--- config.mk ---
export PLATFORM = sky130hd
export DESIGN_NAME = flight_state_supervisor
export DESIGN_NICKNAME = d
export VERILOG_FILES = /design/src/sv/fss_pkg.sv /design/src/sv/fss_cfg.sv /design/src/sv/fss_core.sv /design/src/sv/flight_state_supervisor.sv
export VERILOG_INCLUDE_DIRS = /design/src /design/src/sv
export SDC_FILE = /design/constraint.sdc
export NUM_CORES = 1
export LEC_CHECK = 0
export BUFFER_PORTS_ARGS = -buffer_cell sky130_fd_sc_hd__buf_2
export CORE_MARGIN = 3
export CORE_UTILIZATION = 51
export CTS_BUF_LIST = sky130_fd_sc_hd__clkbuf_4
export CTS_CLUSTER_DIAMETER = 80
export DETAILED_ROUTE_END_ITERATION = 16
export PLACE_DENSITY = 0.72
export SLEW_MARGIN = 20
export SYNTH_ARGS = -nofsm -noshare
export SYNTH_HDL_FRONTEND = slang
export SYNTH_SLANG_ARGS = --single-unit
--- constraint.sdc ---
create_clock -name i_clk -period 7.73 [get_ports i_clk]
set_input_delay 0.773 -clock i_clk [delete_from_list [all_inputs] [get_ports i_clk]]
set_output_delay 0.773 -clock i_clk [all_outputs]
set_load 0.02 [all_outputs]
--- src/sv/flight_state_supervisor_macros.svh ---
// assertion macros for the supervisor rtl
// expects i_clk and i_rst_n in the scope of use
`ifndef FLIGHT_STATE_SUPERVISOR_MACROS_SVH
`define FLIGHT_STATE_SUPERVISOR_MACROS_SVH

// same-cycle implication under reset
`define FSS_ASSERT_IMPL(label, ante, cons) \
    label: assert property (@(posedge i_clk) disable iff (!i_rst_n) (ante) |-> (cons)) \
        else $error("supervisor check failed");

// next-cycle implication under reset
`define FSS_ASSERT_NEXT(label, ante, cons) \
    label: assert property (@(posedge i_clk) disable iff (!i_rst_n) (ante) |=> (cons)) \
        else $error("supervisor check failed");

`endif

--- src/sv/fss_pkg.sv ---
// flight state supervisor package: codes, item and result types, helpers
// no dependencies
package fss_pkg;

    localparam int unsigned VOLT_W  = 16;
    localparam int unsigned TIME_W  = 32;
    localparam int unsigned MODE_W  = 2;
    localparam int unsigned PAIR_W  = 2;
    localparam int unsigned CODE_W  = 3;
    localparam int unsigned KIND_W  = 3;
    localparam int unsigned ADDR_W  = 4;
    localparam int unsigned DATA_W  = 32;

    localparam logic [VOLT_W-1:0] ARM_BLOCK_RST  = 16'd3300;
    localparam logic [VOLT_W-1:0] VALID_MIN_RST  = 16'd100;
    localparam logic [TIME_W-1:0] GRACE_RST      = 32'd3000000;

    typedef enum logic [1:0] {
        REG_ARM_BLOCK = 2'd0,
        REG_VALID_MIN = 2'd1,
        REG_GRACE     = 2'd2,
        REG_NONE      = 2'd3
    } t_reg;

    typedef enum logic [3:0] {
        OP_INIT_DONE     = 4'd0,
        OP_ARM           = 4'd1,
        OP_DISARM        = 4'd2,
        OP_ESTOP         = 4'd3,
        OP_TAKEOFF       = 4'd4,
        OP_TAKEOFF_DONE  = 4'd5,
        OP_LAND_REQ      = 4'd6,
        OP_LAND_DONE     = 4'd7,
        OP_SOFT_LAND     = 4'd8,
        OP_HELD          = 4'd9,
        OP_MODE          = 4'd10,
        OP_ALERT         = 4'd11,
        OP_PAIR_REQ      = 4'd12,
        OP_PAIR_DONE     = 4'd13,
        OP_TICK          = 4'd14,
        OP_FORCE_IDLE    = 4'd15
    } t_op;

    localparam logic [KIND_W-1:0] ALERT_IMPACT    = 3'd0;
    localparam logic [KIND_W-1:0] ALERT_GYRO      = 3'd1;
    localparam logic [KIND_W-1:0] ALERT_COMM_LOST = 3'd2;
    localparam logic [KIND_W-1:0] ALERT_LOW_BATT  = 3'd3;
    localparam logic [KIND_W-1:0] ALERT_EST_DIV   = 3'd5;

    localparam logic [MODE_W-1:0] MODE_STABILIZE = 2'd0;
    localparam logic [MODE_W-1:0] MODE_ALT_HOLD  = 2'd2;

    localparam logic [PAIR_W-1:0] PAIR_NONE   = 2'd0;
    localparam logic [PAIR_W-1:0] PAIR_SEARCH = 2'd1;
    localparam logic [PAIR_W-1:0] PAIR_DONE   = 2'd2;

    typedef enum logic [6:0] {
        ST_INIT         = 7'b0000001,
        ST_IDLE_GROUND  = 7'b0000010,
        ST_IDLE_HELD    = 7'b0000100,
        ST_ARMED_GROUND = 7'b0001000,
        ST_TAKEOFF      = 7'b0010000,
        ST_FLYING       = 7'b0100000,
        ST_LANDING      = 7'b1000000
    } t_fstate;

    localparam logic [CODE_W-1:0] CODE_INIT         = 3'd0;
    localparam logic [CODE_W-1:0] CODE_IDLE_GROUND  = 3'd1;
    localparam logic [CODE_W-1:0] CODE_IDLE_HELD    = 3'd2;
    localparam logic [CODE_W-1:0] CODE_ARMED_GROUND = 3'd3;
    localparam logic [CODE_W-1:0] CODE_TAKEOFF      = 3'd4;
    localparam logic [CODE_W-1:0] CODE_FLYING       = 3'd5;
    localparam logic [CODE_W-1:0] CODE_LANDING      = 3'd6;

    typedef struct packed {
        logic [VOLT_W-1:0] arm_block_voltage_mv;
        logic [VOLT_W-1:0] voltage_valid_min_mv;
        logic [TIME_W-1:0] hover_grace_us;
    } t_cfg;

    typedef struct packed {
        t_op               operation;
        logic              is_held;
        logic [MODE_W-1:0] requested_mode;
        logic [KIND_W-1:0] alert_kind;
        logic              alert_emergency;
        logic [VOLT_W-1:0] voltage_mv;
        logic              calibrated;
        logic [TIME_W-1:0] time_us;
    } t_item;

    typedef struct packed {
        logic              comm_loss_pending;
        logic              pairing_tone;
        logic              estimator_reset;
        logic              mode_changed;
        logic              state_changed;
        logic              accepted;
        logic [PAIR_W-1:0] pairing_status;
        logic              armed;
        logic [MODE_W-1:0] flight_mode;
        logic [CODE_W-1:0] flight_state;
    } t_result;

    function automatic logic [CODE_W-1:0] state_code(input t_fstate s);
        logic [CODE_W-1:0] c;
        case (s)
            ST_INIT:         c = CODE_INIT;
            ST_IDLE_GROUND:  c = CODE_IDLE_GROUND;
            ST_IDLE_HELD:    c = CODE_IDLE_HELD;
            ST_ARMED_GROUND: c = CODE_ARMED_GROUND;
            ST_TAKEOFF:      c = CODE_TAKEOFF;
            ST_FLYING:       c = CODE_FLYING;
            ST_LANDING:      c = CODE_LANDING;
            default:         c = CODE_INIT;
        endcase
        return c;
    endfunction

    function automatic logic is_armed(input t_fstate s);
        return (s == ST_ARMED_GROUND) || (s == ST_TAKEOFF) ||
               (s == ST_FLYING) || (s == ST_LANDING);
    endfunction

    function automatic logic is_airborne(input t_fstate s);
        return (s == ST_TAKEOFF) || (s == ST_FLYING) || (s == ST_LANDING);
    endfunction

endpackage

--- src/sv/fss_cfg.sv ---
// apb configuration registers of the supervisor
// depends on fss_pkg
module fss_cfg (
    input  logic                       i_clk,
    input  logic                       i_rst_n,
    input  logic                       psel,
    input  logic                       penable,
    input  logic                       pwrite,
    input  logic [fss_pkg::ADDR_W-1:0] paddr,
    input  logic [fss_pkg::DATA_W-1:0] pwdata,
    output logic [fss_pkg::DATA_W-1:0] prdata,
    output logic                       pready,
    output fss_pkg::t_cfg              o_cfg
);
    import fss_pkg::*;

    t_cfg r_cfg;
    t_reg w_idx;
    logic w_wr;

    assign pready = 1'b1;
    assign w_idx  = t_reg'(paddr[ADDR_W-1:2]);
    assign w_wr   = psel && penable && pwrite && pready;
    assign o_cfg  = r_cfg;

    always_ff @(posedge i_clk) begin
        if (!i_rst_n) begin
            r_cfg.arm_block_voltage_mv <= ARM_BLOCK_RST;
            r_cfg.voltage_valid_min_mv <= VALID_MIN_RST;
            r_cfg.hover_grace_us       <= GRACE_RST;
        end else if (w_wr) begin
            case (w_idx)
                REG_ARM_BLOCK: r_cfg.arm_block_voltage_mv <= pwdata[VOLT_W-1:0];
                REG_VALID_MIN: r_cfg.voltage_valid_min_mv <= pwdata[VOLT_W-1:0];
                REG_GRACE:     r_cfg.hover_grace_us       <= pwdata[TIME_W-1:0];
                default: ;
            endcase
        end
    end

    always_comb begin
        case (w_idx)
            REG_ARM_BLOCK: prdata = {{(DATA_W-VOLT_W){1'b0}}, r_cfg.arm_block_voltage_mv};
            REG_VALID_MIN: prdata = {{(DATA_W-VOLT_W){1'b0}}, r_cfg.voltage_valid_min_mv};
            REG_GRACE:     prdata = r_cfg.hover_grace_us;
            default:       prdata = '0;
        endcase
    end

endmodule

--- src/sv/fss_core.sv ---
// supervisor state registers and the per-event next-state logic
// depends on fss_pkg
module fss_core (
    input  logic             i_clk,
    input  logic             i_rst_n,
    input  logic             i_fire,
    input  fss_pkg::t_item   i_item,
    input  fss_pkg::t_cfg    i_cfg,
    output fss_pkg::t_result o_result
);
    import fss_pkg::*;

    t_fstate           r_state, n_state;
    logic [MODE_W-1:0] r_mode, n_mode;
    logic [PAIR_W-1:0] r_pair, n_pair;
    logic              r_pend, n_pend;
    logic [TIME_W-1:0] r_start, n_start;

    t_fstate           tgt;
    logic              go, st_chg, md_chg, acc, est, tone;
    logic              volt_block;
    logic [TIME_W-1:0] elapsed;

    assign volt_block = (i_item.voltage_mv > i_cfg.voltage_valid_min_mv) &&
                        (i_item.voltage_mv <= i_cfg.arm_block_voltage_mv);
    assign elapsed    = i_item.time_us - r_start;

    always_comb begin
        n_mode  = r_mode;
        n_pair  = r_pair;
        n_pend  = r_pend;
        n_start = r_start;
        go      = 1'b0;
        tgt     = r_state;
        acc     = 1'b0;
        est     = 1'b0;
        tone    = 1'b0;
        md_chg  = 1'b0;
        case (i_item.operation)
            OP_INIT_DONE: begin
                if (r_state == ST_INIT) begin
                    go  = 1'b1;
                    tgt = ST_IDLE_GROUND;
                end
            end
            OP_ARM: begin
                if (r_state == ST_IDLE_GROUND && r_pair != PAIR_SEARCH &&
                    !volt_block && i_item.calibrated) begin
                    go  = 1'b1;
                    tgt = ST_ARMED_GROUND;
                    acc = 1'b1;
                end
            end
            OP_DISARM: begin
                if (is_armed(r_state)) begin
                    acc = 1'b1;
                    go  = 1'b1;
                    if (r_state == ST_FLYING && r_mode >= MODE_ALT_HOLD) begin
                        tgt = ST_LANDING;
                    end else begin
                        tgt = ST_IDLE_GROUND;
                    end
                end
            end
            OP_ESTOP: begin
                if (is_armed(r_state)) begin
                    acc = 1'b1;
                    go  = 1'b1;
                    tgt = ST_IDLE_GROUND;
                end
            end
            OP_TAKEOFF: begin
                if (r_state == ST_ARMED_GROUND) begin
                    go  = 1'b1;
                    tgt = ST_TAKEOFF;
                end
            end
            OP_TAKEOFF_DONE: begin
                if (r_state == ST_TAKEOFF) begin
                    go  = 1'b1;
                    tgt = ST_FLYING;
                end
            end
            OP_LAND_REQ: begin
                if (r_state == ST_FLYING) begin
                    go  = 1'b1;
                    tgt = ST_LANDING;
                end
            end
            OP_LAND_DONE: begin
                if (r_state == ST_LANDING) begin
                    go  = 1'b1;
                    tgt = ST_IDLE_GROUND;
                end
            end
            OP_SOFT_LAND: begin
                if (r_state == ST_FLYING) begin
                    go  = 1'b1;
                    tgt = ST_ARMED_GROUND;
                end
            end
            OP_HELD: begin
                if (i_item.is_held && r_state == ST_IDLE_GROUND) begin
                    go  = 1'b1;
                    tgt = ST_IDLE_HELD;
                end else if (!i_item.is_held && r_state == ST_IDLE_HELD) begin
                    go  = 1'b1;
                    tgt = ST_IDLE_GROUND;
                end
            end
            OP_MODE: begin
                if (r_state == ST_IDLE_GROUND || r_state == ST_ARMED_GROUND ||
                    r_state == ST_FLYING) begin
                    acc = 1'b1;
                    if (i_item.requested_mode != r_mode) begin
                        n_mode = i_item.requested_mode;
                        md_chg = 1'b1;
                    end
                end
            end
            OP_ALERT: begin
                if (i_item.alert_kind == ALERT_IMPACT || i_item.alert_kind == ALERT_GYRO) begin
                    if (is_armed(r_state)) begin
                        go  = 1'b1;
                        tgt = ST_IDLE_GROUND;
                    end
                end else if (i_item.alert_kind == ALERT_COMM_LOST) begin
                    if (is_airborne(r_state) && !r_pend) begin
                        n_pend  = 1'b1;
                        n_start = i_item.time_us;
                    end
                end else if (i_item.alert_kind == ALERT_LOW_BATT) begin
                    if (i_item.alert_emergency && is_airborne(r_state) &&
                        r_state != ST_LANDING) begin
                        go  = 1'b1;
                        tgt = ST_LANDING;
                    end
                end else if (i_item.alert_kind == ALERT_EST_DIV) begin
                    est = 1'b1;
                end
            end
            OP_PAIR_REQ: begin
                if ((r_state == ST_IDLE_GROUND || r_state == ST_IDLE_HELD) &&
                    r_pair != PAIR_SEARCH) begin
                    n_pair = PAIR_SEARCH;
                    tone   = 1'b1;
                end
            end
            OP_PAIR_DONE: begin
                n_pair = PAIR_DONE;
            end
            OP_TICK: begin
                if (r_pend) begin
                    if (!is_airborne(r_state)) begin
                        n_pend = 1'b0;
                    end else if (r_state == ST_FLYING && elapsed >= i_cfg.hover_grace_us) begin
                        n_pend = 1'b0;
                        go     = 1'b1;
                        tgt    = ST_LANDING;
                    end
                end
            end
            OP_FORCE_IDLE: begin
                go  = 1'b1;
                tgt = ST_IDLE_GROUND;
            end
            default: begin
                go  = 1'b1;
                tgt = ST_IDLE_GROUND;
            end
        endcase

        // entering idle ground forces stabilize
        st_chg  = go && (tgt != r_state);
        n_state = st_chg ? tgt : r_state;
        if (st_chg && tgt == ST_IDLE_GROUND && r_mode != MODE_STABILIZE) begin
            n_mode = MODE_STABILIZE;
            md_chg = 1'b1;
        end
    end

    always_comb begin
        o_result.flight_state      = state_code(n_state);
        o_result.flight_mode       = n_mode;
        o_result.armed             = is_armed(n_state);
        o_result.pairing_status    = n_pair;
        o_result.accepted          = acc;
        o_result.state_changed     = st_chg;
        o_result.mode_changed      = md_chg;
        o_result.estimator_reset   = est;
        o_result.pairing_tone      = tone;
        o_result.comm_loss_pending = n_pend;
    end

    always_ff @(posedge i_clk) begin
        if (!i_rst_n) begin
            r_state <= ST_INIT;
            r_mode  <= MODE_STABILIZE;
            r_pair  <= PAIR_NONE;
            r_pend  <= 1'b0;
            r_start <= '0;
        end else if (i_fire) begin
            r_state <= n_state;
            r_mode  <= n_mode;
            r_pair  <= n_pair;
            r_pend  <= n_pend;
            r_start <= n_start;
        end
    end

endmodule

--- src/sv/flight_state_supervisor.sv ---
// flight state supervisor top level: input register, core, result register
// depends on fss_pkg, fss_cfg, fss_core and flight_state_supervisor_macros.svh
//
// usage
// - events enter on the s_axis channel, one word per event; the event kind
//   rides in s_axis_tuser, its arguments in s_axis_tdata
// - each event gives exactly one result word on the m_axis channel carrying
//   the flight state, mode, pairing status and per-event flags
// - an accepted word shows its result on m_axis after two register stages:
//   input then result
// - throughput: one event per cycle without back-pressure; the input register
//   hands it to the single-pass state update once the result register is free
// - when m_axis_tready is low the result is held and one more event waits in
//   the input register, then s_axis_tready drops
// - reset (i_rst_n low, synchronous) empties both registers and sets state
//   init, mode stabilize, not paired, no comm-loss timer; registers return
//   to 3300 mv, 100 mv and 3000000 us
// - the apb port writes thresholds at 0x0, 0x4, 0x8; write it only while
//   the block holds no event
`include "flight_state_supervisor_macros.svh"

module flight_state_supervisor (
    input  logic        i_clk,
    input  logic        i_rst_n,
    input  logic        s_axis_tvalid,
    output logic        s_axis_tready,
    // is_held, requested_mode, alert_kind, alert_emergency, voltage_mv,
    // calibrated, time_us (lowest bit up)
    input  logic [55:0] s_axis_tdata,
    // operation
    input  logic [3:0]  s_axis_tuser,
    output logic        m_axis_tvalid,
    input  logic        m_axis_tready,
    // flight_state, flight_mode, armed, pairing_status, accepted,
    // state_changed, mode_changed, estimator_reset, pairing_tone,
    // comm_loss_pending, two zero bits (lowest bit up)
    output logic [15:0] m_axis_tdata,
    input  logic        psel,
    input  logic        penable,
    input  logic        pwrite,
    input  logic [3:0]  paddr,
    input  logic [31:0] pwdata,
    output logic [31:0] prdata,
    output logic        pready
);
    import fss_pkg::*;

    t_item   w_item;
    t_item   r_item;
    logic    r_in_valid;
    t_result w_result;
    t_result r_out;
    logic    r_out_valid;
    t_cfg    w_cfg;
    logic    w_in_fire;
    logic    w_adv;
    logic    w_idle_entry;
    logic    w_armed_code;

    assign w_item.operation       = t_op'(s_axis_tuser);
    assign w_item.is_held         = s_axis_tdata[0];
    assign w_item.requested_mode  = s_axis_tdata[2:1];
    assign w_item.alert_kind      = s_axis_tdata[5:3];
    assign w_item.alert_emergency = s_axis_tdata[6];
    assign w_item.voltage_mv      = s_axis_tdata[22:7];
    assign w_item.calibrated      = s_axis_tdata[23];
    assign w_item.time_us         = s_axis_tdata[55:24];

    assign w_adv         = r_in_valid && (!r_out_valid || m_axis_tready);
    assign s_axis_tready = !r_in_valid || w_adv;
    assign w_in_fire     = s_axis_tvalid && s_axis_tready;

    fss_cfg u_cfg (
        .i_clk   (i_clk),
        .i_rst_n (i_rst_n),
        .psel    (psel),
        .penable (penable),
        .pwrite  (pwrite),
        .paddr   (paddr),
        .pwdata  (pwdata),
        .prdata  (prdata),
        .pready  (pready),
        .o_cfg   (w_cfg)
    );

    fss_core u_core (
        .i_clk    (i_clk),
        .i_rst_n  (i_rst_n),
        .i_fire   (w_adv),
        .i_item   (r_item),
        .i_cfg    (w_cfg),
        .o_result (w_result)
    );

    always_ff @(posedge i_clk) begin
        if (!i_rst_n) begin
            r_in_valid <= 1'b0;
        end else if (w_in_fire) begin
            r_in_valid <= 1'b1;
        end else if (w_adv) begin
            r_in_valid <= 1'b0;
        end
    end

    always_ff @(posedge i_clk) begin
        if (w_in_fire) begin
            r_item <= w_item;
        end
    end

    always_ff @(posedge i_clk) begin
        if (!i_rst_n) begin
            r_out_valid <= 1'b0;
        end else if (w_adv) begin
            r_out_valid <= 1'b1;
        end else if (m_axis_tready) begin
            r_out_valid <= 1'b0;
        end
    end

    always_ff @(posedge i_clk) begin
        if (w_adv) begin
            r_out <= w_result;
        end
    end

    assign m_axis_tvalid = r_out_valid;
    assign m_axis_tdata  = {2'b00, r_out};

    assign w_idle_entry = r_out_valid && r_out.state_changed &&
                          (r_out.flight_state == CODE_IDLE_GROUND);
    assign w_armed_code = (r_out.flight_state >= CODE_ARMED_GROUND) &&
                          (r_out.flight_state <= CODE_LANDING);

    // a waiting word is never dropped while the core is blocked
    `FSS_ASSERT_NEXT(a_in_hold, r_in_valid && !w_adv, r_in_valid)
    // entering idle ground always sets stabilize mode
    `FSS_ASSERT_IMPL(a_idle_mode, w_idle_entry, r_out.flight_mode == MODE_STABILIZE)
    // a pairing tone only comes with an active search
    `FSS_ASSERT_IMPL(a_tone_search, r_out_valid && r_out.pairing_tone, r_out.pairing_status == PAIR_SEARCH)
    // the armed flag follows the reported state
    `FSS_ASSERT_IMPL(a_armed_code, r_out_valid && r_out.armed, w_armed_code)

endmodule
==> metrics.cfg <==
[status]
status=finished clean

[pwr]
cellPowerDensity_nw_per_um2=154
leakagePower_nw=4.91
vdd_drop_max_uv=112
fin_total_pwr_mw=1.94

[floorplanning]
coreArea_um2=21900
die-area_um2=24200
fp.dieH_um=155
num_rows=54
io_pins=154
initial_core_util_pct=52.0
die_w_um=155

[timing]
max_freq_mhz=159
slew_violations=0
final-setup-viol-count=0
fin_setup_tns_ns=0
skew_ns=0.0348
period_minus_slack_ns=6.29
fin_crit_sh_pct=81.3
tightest_slew_ns=1.08
layout_setup_ws_ns=1.44
slew_headroom_pct=26.6
whs_ns=0.333
rsz0062_at_grt=false
hold_viol=0

[logic_synthesis]
synth_area_leaders=edfxtp_1 20%, dfxtp_1 19%, ha_1 10%, nand2_1 7.7%, a21boi_0 5.3%
yosysTopAreaCellShare_pct=19.5
yosysTopAreaCell=edfxtp_1
synth.distinct_cells=88
synth_warnings=0
postSynthCellCount=1300
synth_area_um2=11400
synth_area_per_cell_um2=8.76
async_flop_share_pct=0
yosysSeqAreaShare_pct=38.8
ys.flop_type=dfxtp_1
postSynthRegisterBits=184
synth_enable_flop_cells=74

[worst_setup_path]
worstPathCellList=inv_1 -> ha_1 -> inv_1 -> fa_1 -> a21o_1 -> a21oi_1 -> o21ai_0 -> a221oi_1 -> o21ai_0 -> and2_1 -> o41a_1 -> a41oi_1 -> xnor2_1 -> ha_1 -> nand4_1 -> nor3_1 -> a221o_1 -> nor3_1 -> o21ai_0 -> a21oi_1 -> o2bb2ai_1 -> or4_4 -> nor3b_4 -> or2_1
cpMostUsedCell=o21ai_0
path_class=flop to flop
cp-end-kind=flop
path_max_fanout=5
required_ns=8.07
arrival_ns=6.63
slowest_delay_ns=0.55
crit_path_top_delay_cell=or4_4
crit_path_start_kind=flop

[detailed_routing]
wl_um=28900
vias_per_cell=5.63
routedWlPerCell_um=16.9
antenna_left=0
drc=0
first_pass_iters=5
vias=9627
initialDrtViolationCount=690

[global_route]
grt_max_degree=115
antenna_found_initial=2
track_usage_pct=23.8
grt_overflow_total=0
grt_pass1_wl_um=46700
grt_pass1_vias=9119

[clocking]
cts_inserted_buffers=17
h-tree-depth=4
ctsHoldBuffers=0
ctsResizeCount=0
clk_pin_slew_ns=0.19
cts_sinks=184
post_cts_buffers=0
clk_latency_ns=0.59
cts_root_buf=clkbuf_4
cts_tree=done
cts_buffer_depth=2

[finish]
fin_area_um2=12600
layout.nets=1614
drive_gt1_share_pct=15.6
final_cells=1709
area_growth_syn_to_layout_pct=10.5
fillers=1995
final_util_pct=57.5

[placed_design]
hpwl_um=21400
place_inst=1676
placed_cell_area_um2=12300
port_buffers=148
pre_cts_ws_ns=1.50
gp_congestion=0.949

[min_path]
hold_class=input pin to flop

[job]
maxCapViolations=0

-- path summary, 6_finish.rpt --
| check | slack, ns | to | from | cells after the start |
|---|---|---|---|---|
| max reg2reg | 1.44 | m_axis_tdata[10] | r_item[0] | 24 |
| min reg2reg | 0.48 | u_core.r_start[11] | u_core.r_start[11] | 2 |
| min | 0.33 | r_item[37] | s_axis_tdata[11] | 1 |
| max | 1.44 | m_axis_tdata[10] | r_item[0] | 24 |
-- cells in the mapped netlist, drive strengths merged, types with 6 or more instances --
library cell and number:
a211oi 10, a21boi 81, a21o 11, a21oi 54, a31oi 6, and2 24
buf 12, clkbuf 49, dfxtp 110, edfxtp 74, ha 95, inv 114
mux2i 19, nand2 236, nand2b 17, nand3 30, nand4 13, nor2 47
nor2b 12, nor3 21, nor3b 7, nor4 12, o211ai 31, o21a 16
o21ai 57, o21bai 7, or2 7, or3 11, or4 8, xnor2 23
xor2 8
-- critical path: cells and delay by family, from the launching register on --
kind                     cells  cell delay (ns)
adder cells (fa/ha/maj)      3             0.82
XOR/XNOR                     1             0.16
AO/OA/AOI/OAI               11             2.83
AND/OR/NAND/NOR              7             1.69
buffers and inverters        2             0.12
flip-flops                   1             0.42
-- kinds of logic after synthesis --
logic type / synth area share, %
and+or+nand+nor: 20.0
buffers and inverters: 6.02
AOI/OAI and AO/OA: 20.4
adders and majority gates: 10.6
muxes: 1.67
xor gates and xnor gates: 2.38
other: 0.0659
DFF: 38.8
-- power breakdown --
group	internal (mW)	switching [mW]	total, mW
registers	1.04	0.0304	1.07
clock network	0.147	0.381	0.528
logic	0.141	0.194	0.335
total	1.33	0.606	1.94
-- cell type report --
class                      instances  area (um^2)  share of cell area, %
antenna                            1         2.50                 0.0199
clock buffer                      18          135                   1.07
clock inverter                    14          140                   1.11
inverter                         114          428                   3.40
multi-input combinational        942         6310                   50.1
sequential                       184         4420                   35.1
tap                              280          350                   2.78
timing repair buffer             156          801                   6.36
-- sequential cells by signal (all words and copies together) (netlist names) --
name	cells
u_cfg.o_cfg	64
r_item	60
u_core.r_start	32
m_axis_tdata	14
u_core.r_state	7
u_core.r_mode	2
u_core.r_pair	2
m_axis_tvalid	1
r_in_valid	1
u_core.r_pend	1
-- layer usage --
layer	wire length (um)	track usage, %	part of all wire, %
met1	13100	33.0	45
met2	13300	38.6	46
met5	12	0	0.042
met3	1840	4.45	6.4
met4	578	5.96	2.0
-- placed cells by master (no fill, tap or decap), types with 5 or more instances in the layout --
cell type  netlist  final
a211oi_1         8      8
a21boi_0        81     81
a21o_1          11     11
a21oi_1         54     54
a31oi_1          6      6
and2_1          24     23
and3_1           5      5
buf_2            2    148
buf_4            3      8
clkbuf_4         0     18
dfxtp_1        110    110
edfxtp_1        74     74
ha_1            95     95
inv_1          114    114
mux2i_1         19     19
nand2_1        235    235
nand2b_1        17     17
nand3_1         29     29
nand4_1         13     13
nor2_1          47     47
nor2b_1         12     11
nor3_1          20     18
nor4_1           9      9
o211a_1          5      5
o211ai_1        30     30
o21a_1          16     16
o21ai_0         52     52
o21bai_1         7      7
o31ai_1          5      5
or2_2            5      5
or3_1           11     10
xnor2_1         23     23
xor2_1           8      8
(Power assumes the default switching activity.)
